==> src/rtl/sdms_pkg.sv <==
// ----------------------------------------------------------------------------
// SD multi-block session sequencer package
// Request and action beat types, action and mode codes, block geometry.
// ----------------------------------------------------------------------------
package sdms_pkg;

    // Block geometry: a power of two, so divide is a shift and remainder a mask
    localparam int BLOCK_BYTES = 512;
    localparam int BLOCK_SHIFT = $clog2(BLOCK_BYTES);

    typedef enum logic [1:0] {
        OP_READ  = 2'd0,
        OP_WR    = 2'd1,
        OP_ERASE = 2'd2
    } op_t;

    typedef enum logic [1:0] {
        MODE_IDLE  = 2'd0,
        MODE_READ  = 2'd1,
        MODE_WRITE = 2'd2
    } mode_t;

    typedef enum logic [3:0] {
        ACT_STOP_READ   = 4'd0,
        ACT_STOP_WRITE  = 4'd1,
        ACT_START_READ  = 4'd2,
        ACT_START_WRITE = 4'd3,
        ACT_READ_BLK    = 4'd4,
        ACT_WRITE_BLK   = 4'd5,
        ACT_ERASE_START = 4'd6,
        ACT_ERASE_END   = 4'd7,
        ACT_ERASE       = 4'd8
    } act_t;

    typedef struct packed {
        logic [1:0]  op;
        logic [31:0] page;
        logic [31:0] last_page;
        logic [23:0] byte_count;
    } req_t;

    typedef struct packed {
        logic [3:0]  action;
        logic [31:0] argument;
        logic [15:0] block_count;
        logic [9:0]  tail_bytes;
        logic        last;
    } act_beat_t;

endpackage

==> src/rtl/sd_multiblock_session_sequencer.sv <==
// ----------------------------------------------------------------------------
// SD multi-block session sequencer
// Turns read, write and erase requests into card session actions.
// ----------------------------------------------------------------------------
//  channel  | ports                      | beat
//  ---------+----------------------------+--------------------------------
//  request  | s_valid, s_ready, s_data   | op, page, last_page, byte_count
//  action   | m_valid, m_ready, m_data   | action, argument, block_count,
//           |                            | tail_bytes, last
//
// A request is planned in the cycle it is accepted: session state updates at
// once and its one to four actions go into a plan register. The plan feeds
// the output register one action per cycle unless m_ready low stalls it.
// The next request is accepted in the cycle the last action of the plan moves
// into the output register. An unknown op is accepted with no beat.
// m_ready low with a valid beat holds the output register and, behind it, the plan.
// Reset (aresetn low at a clock edge) sets the mode idle and next page zero.
// ----------------------------------------------------------------------------
module sd_multiblock_session_sequencer (
    input  logic               aclk,
    input  logic               aresetn,
    input  logic               s_valid,
    output logic               s_ready,
    input  sdms_pkg::req_t     s_data,
    output logic               m_valid,
    input  logic               m_ready,
    output sdms_pkg::act_beat_t m_data
);
    import sdms_pkg::*;

    // session state
    mode_t       mode_reg;
    mode_t       mode_next;
    logic [31:0] next_page_reg;
    logic [31:0] next_page_next;

    // plan of pending actions
    logic        pl_valid_reg;
    logic [2:0]  pl_cnt_reg;
    logic [1:0]  pl_idx_reg;
    act_t        pl_acts_reg [4];
    logic [31:0] pl_page_reg;
    logic [31:0] pl_end_reg;
    logic [15:0] pl_blocks_reg;
    logic [9:0]  pl_tail_reg;

    act_t        plan_acts [4];
    logic [2:0]  plan_cnt;

    // output register
    logic        m_valid_reg;
    act_beat_t   m_data_reg;
    act_beat_t   m_data_next;

    logic        s_accept;
    logic        emit;
    logic        pl_last;
    act_t        cur_act;

    // transfer geometry
    logic        bytes_nz;
    logic [24:0] bytes_round;
    logic [23:0] bytes_m1;
    logic [15:0] xfer_blocks;
    logic [9:0]  xfer_tail;
    logic        need_stop;
    act_t        stop_act;
    logic        cont;

    assign emit     = pl_valid_reg && (!m_valid_reg || m_ready);
    assign pl_last  = ({1'b0, pl_idx_reg} + 3'd1) == pl_cnt_reg;
    assign s_ready  = !pl_valid_reg || (emit && pl_last);
    assign s_accept = s_valid && s_ready;
    assign m_valid  = m_valid_reg;
    assign m_data   = m_data_reg;
    assign cur_act  = pl_acts_reg[pl_idx_reg];

    assign bytes_nz    = |s_data.byte_count;
    assign bytes_round = {1'b0, s_data.byte_count} + 25'(BLOCK_BYTES - 1);
    assign bytes_m1    = s_data.byte_count - 24'd1;
    assign xfer_blocks = bytes_nz ? 16'(bytes_round >> BLOCK_SHIFT) : 16'd1;
    assign xfer_tail   = bytes_nz ? 10'(bytes_m1[BLOCK_SHIFT-1:0]) + 10'd1 : 10'd0;

    assign need_stop = (mode_reg == MODE_READ) || (mode_reg == MODE_WRITE);
    assign stop_act  = (mode_reg == MODE_WRITE) ? ACT_STOP_WRITE : ACT_STOP_READ;

    // plan the actions of the incoming request and the state it leaves
    always_comb begin
        plan_acts      = '{default: ACT_ERASE};
        plan_cnt       = 3'd0;
        mode_next      = mode_reg;
        next_page_next = next_page_reg;
        cont           = 1'b0;
        unique case (s_data.op)
            OP_READ, OP_WR: begin
                cont = (s_data.page == next_page_reg) &&
                       (((s_data.op == OP_READ) && (mode_reg == MODE_READ)) ||
                        ((s_data.op == OP_WR) && (mode_reg == MODE_WRITE)));
                if (!cont) begin
                    if (need_stop) begin
                        plan_acts[plan_cnt[1:0]] = stop_act;
                        plan_cnt = plan_cnt + 3'd1;
                    end
                    plan_acts[plan_cnt[1:0]] = (s_data.op == OP_READ) ?
                                               ACT_START_READ : ACT_START_WRITE;
                    plan_cnt = plan_cnt + 3'd1;
                end
                plan_acts[plan_cnt[1:0]] = (s_data.op == OP_READ) ?
                                           ACT_READ_BLK : ACT_WRITE_BLK;
                plan_cnt  = plan_cnt + 3'd1;
                mode_next = (s_data.op == OP_READ) ? MODE_READ : MODE_WRITE;
                next_page_next = (cont ? next_page_reg : s_data.page) +
                                 32'(xfer_blocks);
            end
            OP_ERASE: begin
                if (need_stop) begin
                    plan_acts[plan_cnt[1:0]] = stop_act;
                    plan_cnt = plan_cnt + 3'd1;
                end
                plan_acts[plan_cnt[1:0]] = ACT_ERASE_START;
                plan_acts[plan_cnt[1:0] + 2'd1] = ACT_ERASE_END;
                plan_acts[plan_cnt[1:0] + 2'd2] = ACT_ERASE;
                plan_cnt  = plan_cnt + 3'd3;
                mode_next = MODE_IDLE;
            end
            default: begin
                // unknown op: drop without effect
            end
        endcase
    end

    // build the next output beat from the current plan entry
    always_comb begin
        m_data_next             = '0;
        m_data_next.action      = cur_act;
        m_data_next.last        = pl_last;
        case (cur_act)
            ACT_START_READ, ACT_START_WRITE, ACT_ERASE_START: begin
                m_data_next.argument = pl_page_reg;
            end
            ACT_READ_BLK, ACT_WRITE_BLK: begin
                m_data_next.argument    = pl_page_reg;
                m_data_next.block_count = pl_blocks_reg;
                m_data_next.tail_bytes  = pl_tail_reg;
            end
            ACT_ERASE_END: begin
                m_data_next.argument = pl_end_reg;
            end
            default: begin
                m_data_next.argument = '0;
            end
        endcase
    end

    // control state
    always_ff @(posedge aclk) begin
        if (!aresetn) begin
            mode_reg      <= MODE_IDLE;
            next_page_reg <= '0;
            pl_valid_reg  <= 1'b0;
            pl_cnt_reg    <= '0;
            pl_idx_reg    <= '0;
            m_valid_reg   <= 1'b0;
        end else begin
            if (s_accept) begin
                mode_reg      <= mode_next;
                next_page_reg <= next_page_next;
                pl_valid_reg  <= plan_cnt != 3'd0;
                pl_cnt_reg    <= plan_cnt;
                pl_idx_reg    <= '0;
            end else if (emit) begin
                // advance through the plan; drop it after its last beat
                if (pl_last) begin
                    pl_valid_reg <= 1'b0;
                end else begin
                    pl_idx_reg <= pl_idx_reg + 2'd1;
                end
            end
            if (emit) begin
                m_valid_reg <= 1'b1;
            end else if (m_ready) begin
                m_valid_reg <= 1'b0;
            end
        end
    end

    // payload registers
    always_ff @(posedge aclk) begin
        if (s_accept) begin
            pl_acts_reg   <= plan_acts;
            pl_page_reg   <= s_data.page;
            pl_end_reg    <= s_data.last_page;
            pl_blocks_reg <= xfer_blocks;
            pl_tail_reg   <= xfer_tail;
        end
        if (emit) begin
            m_data_reg <= m_data_next;
        end
    end

    a_plan_index: assert property (@(posedge aclk) disable iff (!aresetn)
        pl_valid_reg |-> (pl_cnt_reg != 3'd0) && ({1'b0, pl_idx_reg} < pl_cnt_reg))
        else $error("plan index outside the planned action count");

    a_xfer_geometry: assert property (@(posedge aclk) disable iff (!aresetn)
        m_valid_reg && ((m_data_reg.action == ACT_READ_BLK) ||
                        (m_data_reg.action == ACT_WRITE_BLK))
        |-> (m_data_reg.block_count != 16'd0) &&
            (m_data_reg.tail_bytes <= 10'(BLOCK_BYTES)))
        else $error("transfer beat with bad block count or tail");

    a_erase_idle: assert property (@(posedge aclk) disable iff (!aresetn)
        s_accept && (s_data.op == OP_ERASE) |=> (mode_reg == MODE_IDLE))
        else $error("session left open after erase");

endmodule

==> config.mk <==
export PLATFORM = sky130hd
export DESIGN_NAME = sd_multiblock_session_sequencer
export DESIGN_NICKNAME = d
export VERILOG_FILES = /design/src/rtl/sdms_pkg.sv /design/src/rtl/sd_multiblock_session_sequencer.sv
export SDC_FILE = /design/constraint.sdc
export NUM_CORES = 1
export LEC_CHECK = 0
export BUFFER_PORTS_ARGS = -buffer_cell sky130_fd_sc_hd__buf_2
export CAP_MARGIN = 25
export CORE_AREA = 2 2 152 154
export DETAILED_ROUTE_END_ITERATION = 8
export DIE_AREA = 0 0 154 156
export GPL_ROUTABILITY_DRIVEN = 0
export GPL_TIMING_DRIVEN = 0
export PLACE_DENSITY = 0.64
export SLEW_MARGIN = 20
export SYNTH_ARGS = -nofsm -noshare
export SYNTH_HDL_FRONTEND = slang
export SYNTH_SLANG_ARGS = --single-unit
export TNS_END_PERCENT = 10
==> constraint.sdc <==
create_clock -name aclk -period 5.2 [get_ports aclk]
set_input_delay 1.04 -clock aclk [delete_from_list [all_inputs] [get_ports aclk]]
set_output_delay 1.04 -clock aclk [all_outputs]
set_load 0.005 [all_outputs]
==> flow_metrics.tcl <==
set metrics [dict create \
    synthFlopType "edfxtp_1" \
    clk_pin_slew_worst_paths_ns 0.06 \
    yosys.area.top_type "edfxtp_1" \
    num_vias 7242 \
    cts_buffers 23 \
    swShare_pct 24.7 \
    tightest_slew_ns 0.742 \
    yosys_warnings 0 \
    port_buffers 155 \
    yosys.cell_types.count 66 \
    relSlewSlack_pct 50.2 \
    postSynthAreaPerCell_um2 12.0 \
    drtIter0Drc 488 \
    crit_required_ns 5.60 \
    n_fill_cell 1927 \
    detail_route.wl_per_cell_um 18.6 \
    slew_violations 0 \
    core_area_mm2 0.0224 \
    hold_depth 2 \
    crit_cells 17 \
    p_switching_w 0.00102 \
    crit_path_max_fanout 10 \
    setup_viol 0 \
    fp.dieH_um 156 \
    root_buffer "clkbuf_16" \
    postCtsHoldBufs 0 \
    yosysMostFrequentCell "edfxtp_1" \
    cts_sinks 209 \
    drt-total-wl_mm 24.4 \
    p_leak_nw 4.63 \
    viasPerCell 5.52 \
    clock_power_share_pct 37.4 \
    tritoncts "yes" \
    slowest_stage "a221oi_1" \
    rsz0062_at_grt "false" \
    startpoint_type "input pin" \
    post-route-period-util_pct 93.3 \
    dieArea_mm2 0.0240 \
    max_freq_mhz 206 \
    netlist_instances 825 \
    status "complete, no violations" \
    grt_first_pass_wirelength_mm 37.2 \
    hpwlAfterDp_mm 18.1 \
    irDropWorstVdd_mv 0.178 \
    firstDrtPassIters 7 \
    pwr-share-seq_pct 48.9 \
    ios 159 \
    reg2reg_setup_slack_ns 2.33 \
    setup_slack_ns 0.347 \
    crit_chain "buf_2, inv_1, ha_1, or4b_4, o311a_1, and3_1, nor2b_1, xnor2_1, ha_1, buf_2, a21oi_1, o21a_1, o21ai_0, a221oi_1, buf_2, mux2i_1, nand3_1" \
    timing.rr.end "pl_cnt_reg[1]$_SDFFE_PN0P_" \
    critPathCaptureType "register" \
    pwr-share-comb_pct 13.7 \
    synth_edf_count 168 \
    p_per_area_mw_per_mm2 348 \
    fin_area_mm2 0.0118 \
    syn2layout_area_growth_pct 19.6 \
    drive_gt1_share_pct 22.4 \
    hold_class "register to register" \
    cts.htree.levels 1 \
    cp_slowest_stage_delay_ns 0.54 \
    reg2reg_depth 8 \
    async_reset_ff_share_pct 0 \
    critPathArrivalTime_ns 5.25 \
    antenna_found_initial 0 \
    grt_pass1_vias 6764 \
    nets 1126 \
    cts_resized 0 \
    intPower_w 0.00310 \
    ys_top_cells_by_count "168 x edfxtp_1, 55 x nand2_1, 42 x xor2_1, 41 x dfxtp_1, 40 x nor2_1" \
    start_util_pct 44.2 \
    finalHoldViolations 0 \
    finClkSkew_ns 0.0234 \
    synth_seq_cells 209 \
    pre_cts_ws_ns -0.145 \
    cpLargestDelayFamily "compound AO/OA/AOI/OAI gates" \
    insertion_delay_ns 0.51 \
    fin_crit_ns 4.85 \
    synth_top_area_share_pct 51.1 \
    worst-path-buf-inv 4 \
    critPathLaunch "s_data[0]" \
    postPlaceCellArea_mm2 0.0111 \
    cp-endpoint "next_page_reg[24]$_SDFFE_PN0P_" \
    cts_setup_buffers 0 \
    track_usage_pct 19.9 \
    cp_common_cell "buf_2" \
    largest_reg_flops 63 \
    grt_overflow_total 0 \
    yosysSeqAreaShare_pct 59.4 \
    path_class "input pin to register" \
    drv_cap 0 \
    ant_nets 0 \
    drc 0 \
    rr_startpoint "pl_idx_reg[1]$_SDFFE_PP0P_" \
    die_width_um 154 \
    synthTopCellsByArea "edfxtp_1 51%, dfxtp_1 8.3%, xor2_1 3.7%, a22o_1 2.8%, ha_1 2.7%" \
    netlist_area_mm2 0.00988 \
    placementRows 55 \
    grt_max_degree 67 \
    clk_path_buf_depth 3 \
]
[through the flow]
stage	std cells	hold WS (ns)	setup TNS, ns	power (W)	util [%]
4_1_cts	1311	0.468	0	0.00415	52.8
6_report	1313	0.467	0	0.00412	52.9
3_5_place_dp	1269	0.460	-0.634	0.00261	49.6
5_1_grt	1312	0.477	0	0.00429	52.9
3_3_place_gp	1266	0.450	-79.53	0.00261	49.3
2_1_floorplan	826	0.444	0	0.00239	-
[power by group through the flow]
stage	logic [W]	clock network [W]	registers (W)
global placement	0.000546	0	0.00206
floorplan	0.000338	0	0.00205
detailed placement	0.000564	0	0.00205
finish	0.000566	0.00154	0.00201
global route	0.000628	0.00164	0.00202
CTS	0.000567	0.00157	0.00201
[final cells by class]
type | count | area, um2 | share of cell area [%]
diodes | 1 | 2.50 | 0.0212
inverters | 22 | 87.6 | 0.741
flip-flops and latches | 209 | 5870 | 49.6
repair buffers | 159 | 848 | 7.18
clock inverters | 9 | 83.8 | 0.709
clock buffers | 33 | 633 | 5.36
multi-input cells | 543 | 3700 | 31.3
well taps | 285 | 357 | 3.02
plain buffers | 52 | 248 | 2.10
[worst min-delay path by stage]
stage | endpoint | start | slack (ns)
detailed placement | next_page_reg[5]$_SDFFE_PN0P_ | next_page_reg[5]$_SDFFE_PN0P_ | 0.46
finish | next_page_reg[10]$_SDFFE_PN0P_ | next_page_reg[10]$_SDFFE_PN0P_ | 0.47
floorplan | next_page_reg[3]$_SDFFE_PN0P_ | next_page_reg[3]$_SDFFE_PN0P_ | 0.44
global placement | next_page_reg[10]$_SDFFE_PN0P_ | next_page_reg[10]$_SDFFE_PN0P_ | 0.45
CTS | next_page_reg[10]$_SDFFE_PN0P_ | next_page_reg[10]$_SDFFE_PN0P_ | 0.47
global route | pl_cnt_reg[2]$_SDFFE_PN0P_ | pl_cnt_reg[2]$_SDFFE_PN0P_ | 0.48
[routing by layer]
metal / track usage (%) / share of wire [%] / up-vias
met5: 0 / 0 / -
met4: 5.92 / 1.9 / 0
met3: 3.17 / 7.5 / 35
met2: 31.7 / 47 / 274
met1: 28.2 / 44 / 3457
li1: - / - / 3476
[worst register-to-register path: stages, from the launching register on]
cell	delay [ns]
dfxtp_1	0.47
ha_1	0.31
xor2_1	0.21
o41ai_4	0.48
nand2_1	0.27
inv_6	0.40
buf_16	0.33
o21ai_0	0.16
a31oi_1	0.17
[kinds of logic after synthesis]
logic type	count (synthesis)	synth area share [%]
buffers and inverters	74	3.34
AND/OR/NAND/NOR	280	15.4
adder cells (fa/ha/maj)	22	2.86
AO/OA/AOI/OAI	161	11.5
flip-flops	209	59.4
XOR/XNOR	65	5.84
multiplexers	12	1.63
other	2	0.0760
[cell usage in the layout, fill, tap and decap left out, types with 4 or more instances in the layout]
cell / instances
xnor2_1: 22
nand2b_1: 8
xor2_1: 42
nor4_1: 19
o211ai_1: 10
edfxtp_1: 168
dfxtp_1: 41
nand2_1: 55
or3_1: 12
nor2b_1: 7
nor3_1: 15
nor3b_1: 6
clkbuf_16: 23
and4_1: 6
or4_1: 7
inv_1: 20
buf_2: 164
a31oi_1: 15
o21a_1: 7
nand4_1: 12
clkbuf_1: 42
a21oi_1: 27
a22o_1: 32
o21ai_0: 34
and2_1: 29
a21o_1: 9
buf_6: 4
nor2_1: 40
nand3_1: 36
ha_1: 21
mux2i_1: 6
and3_1: 12
(Power assumes the default switching activity.)
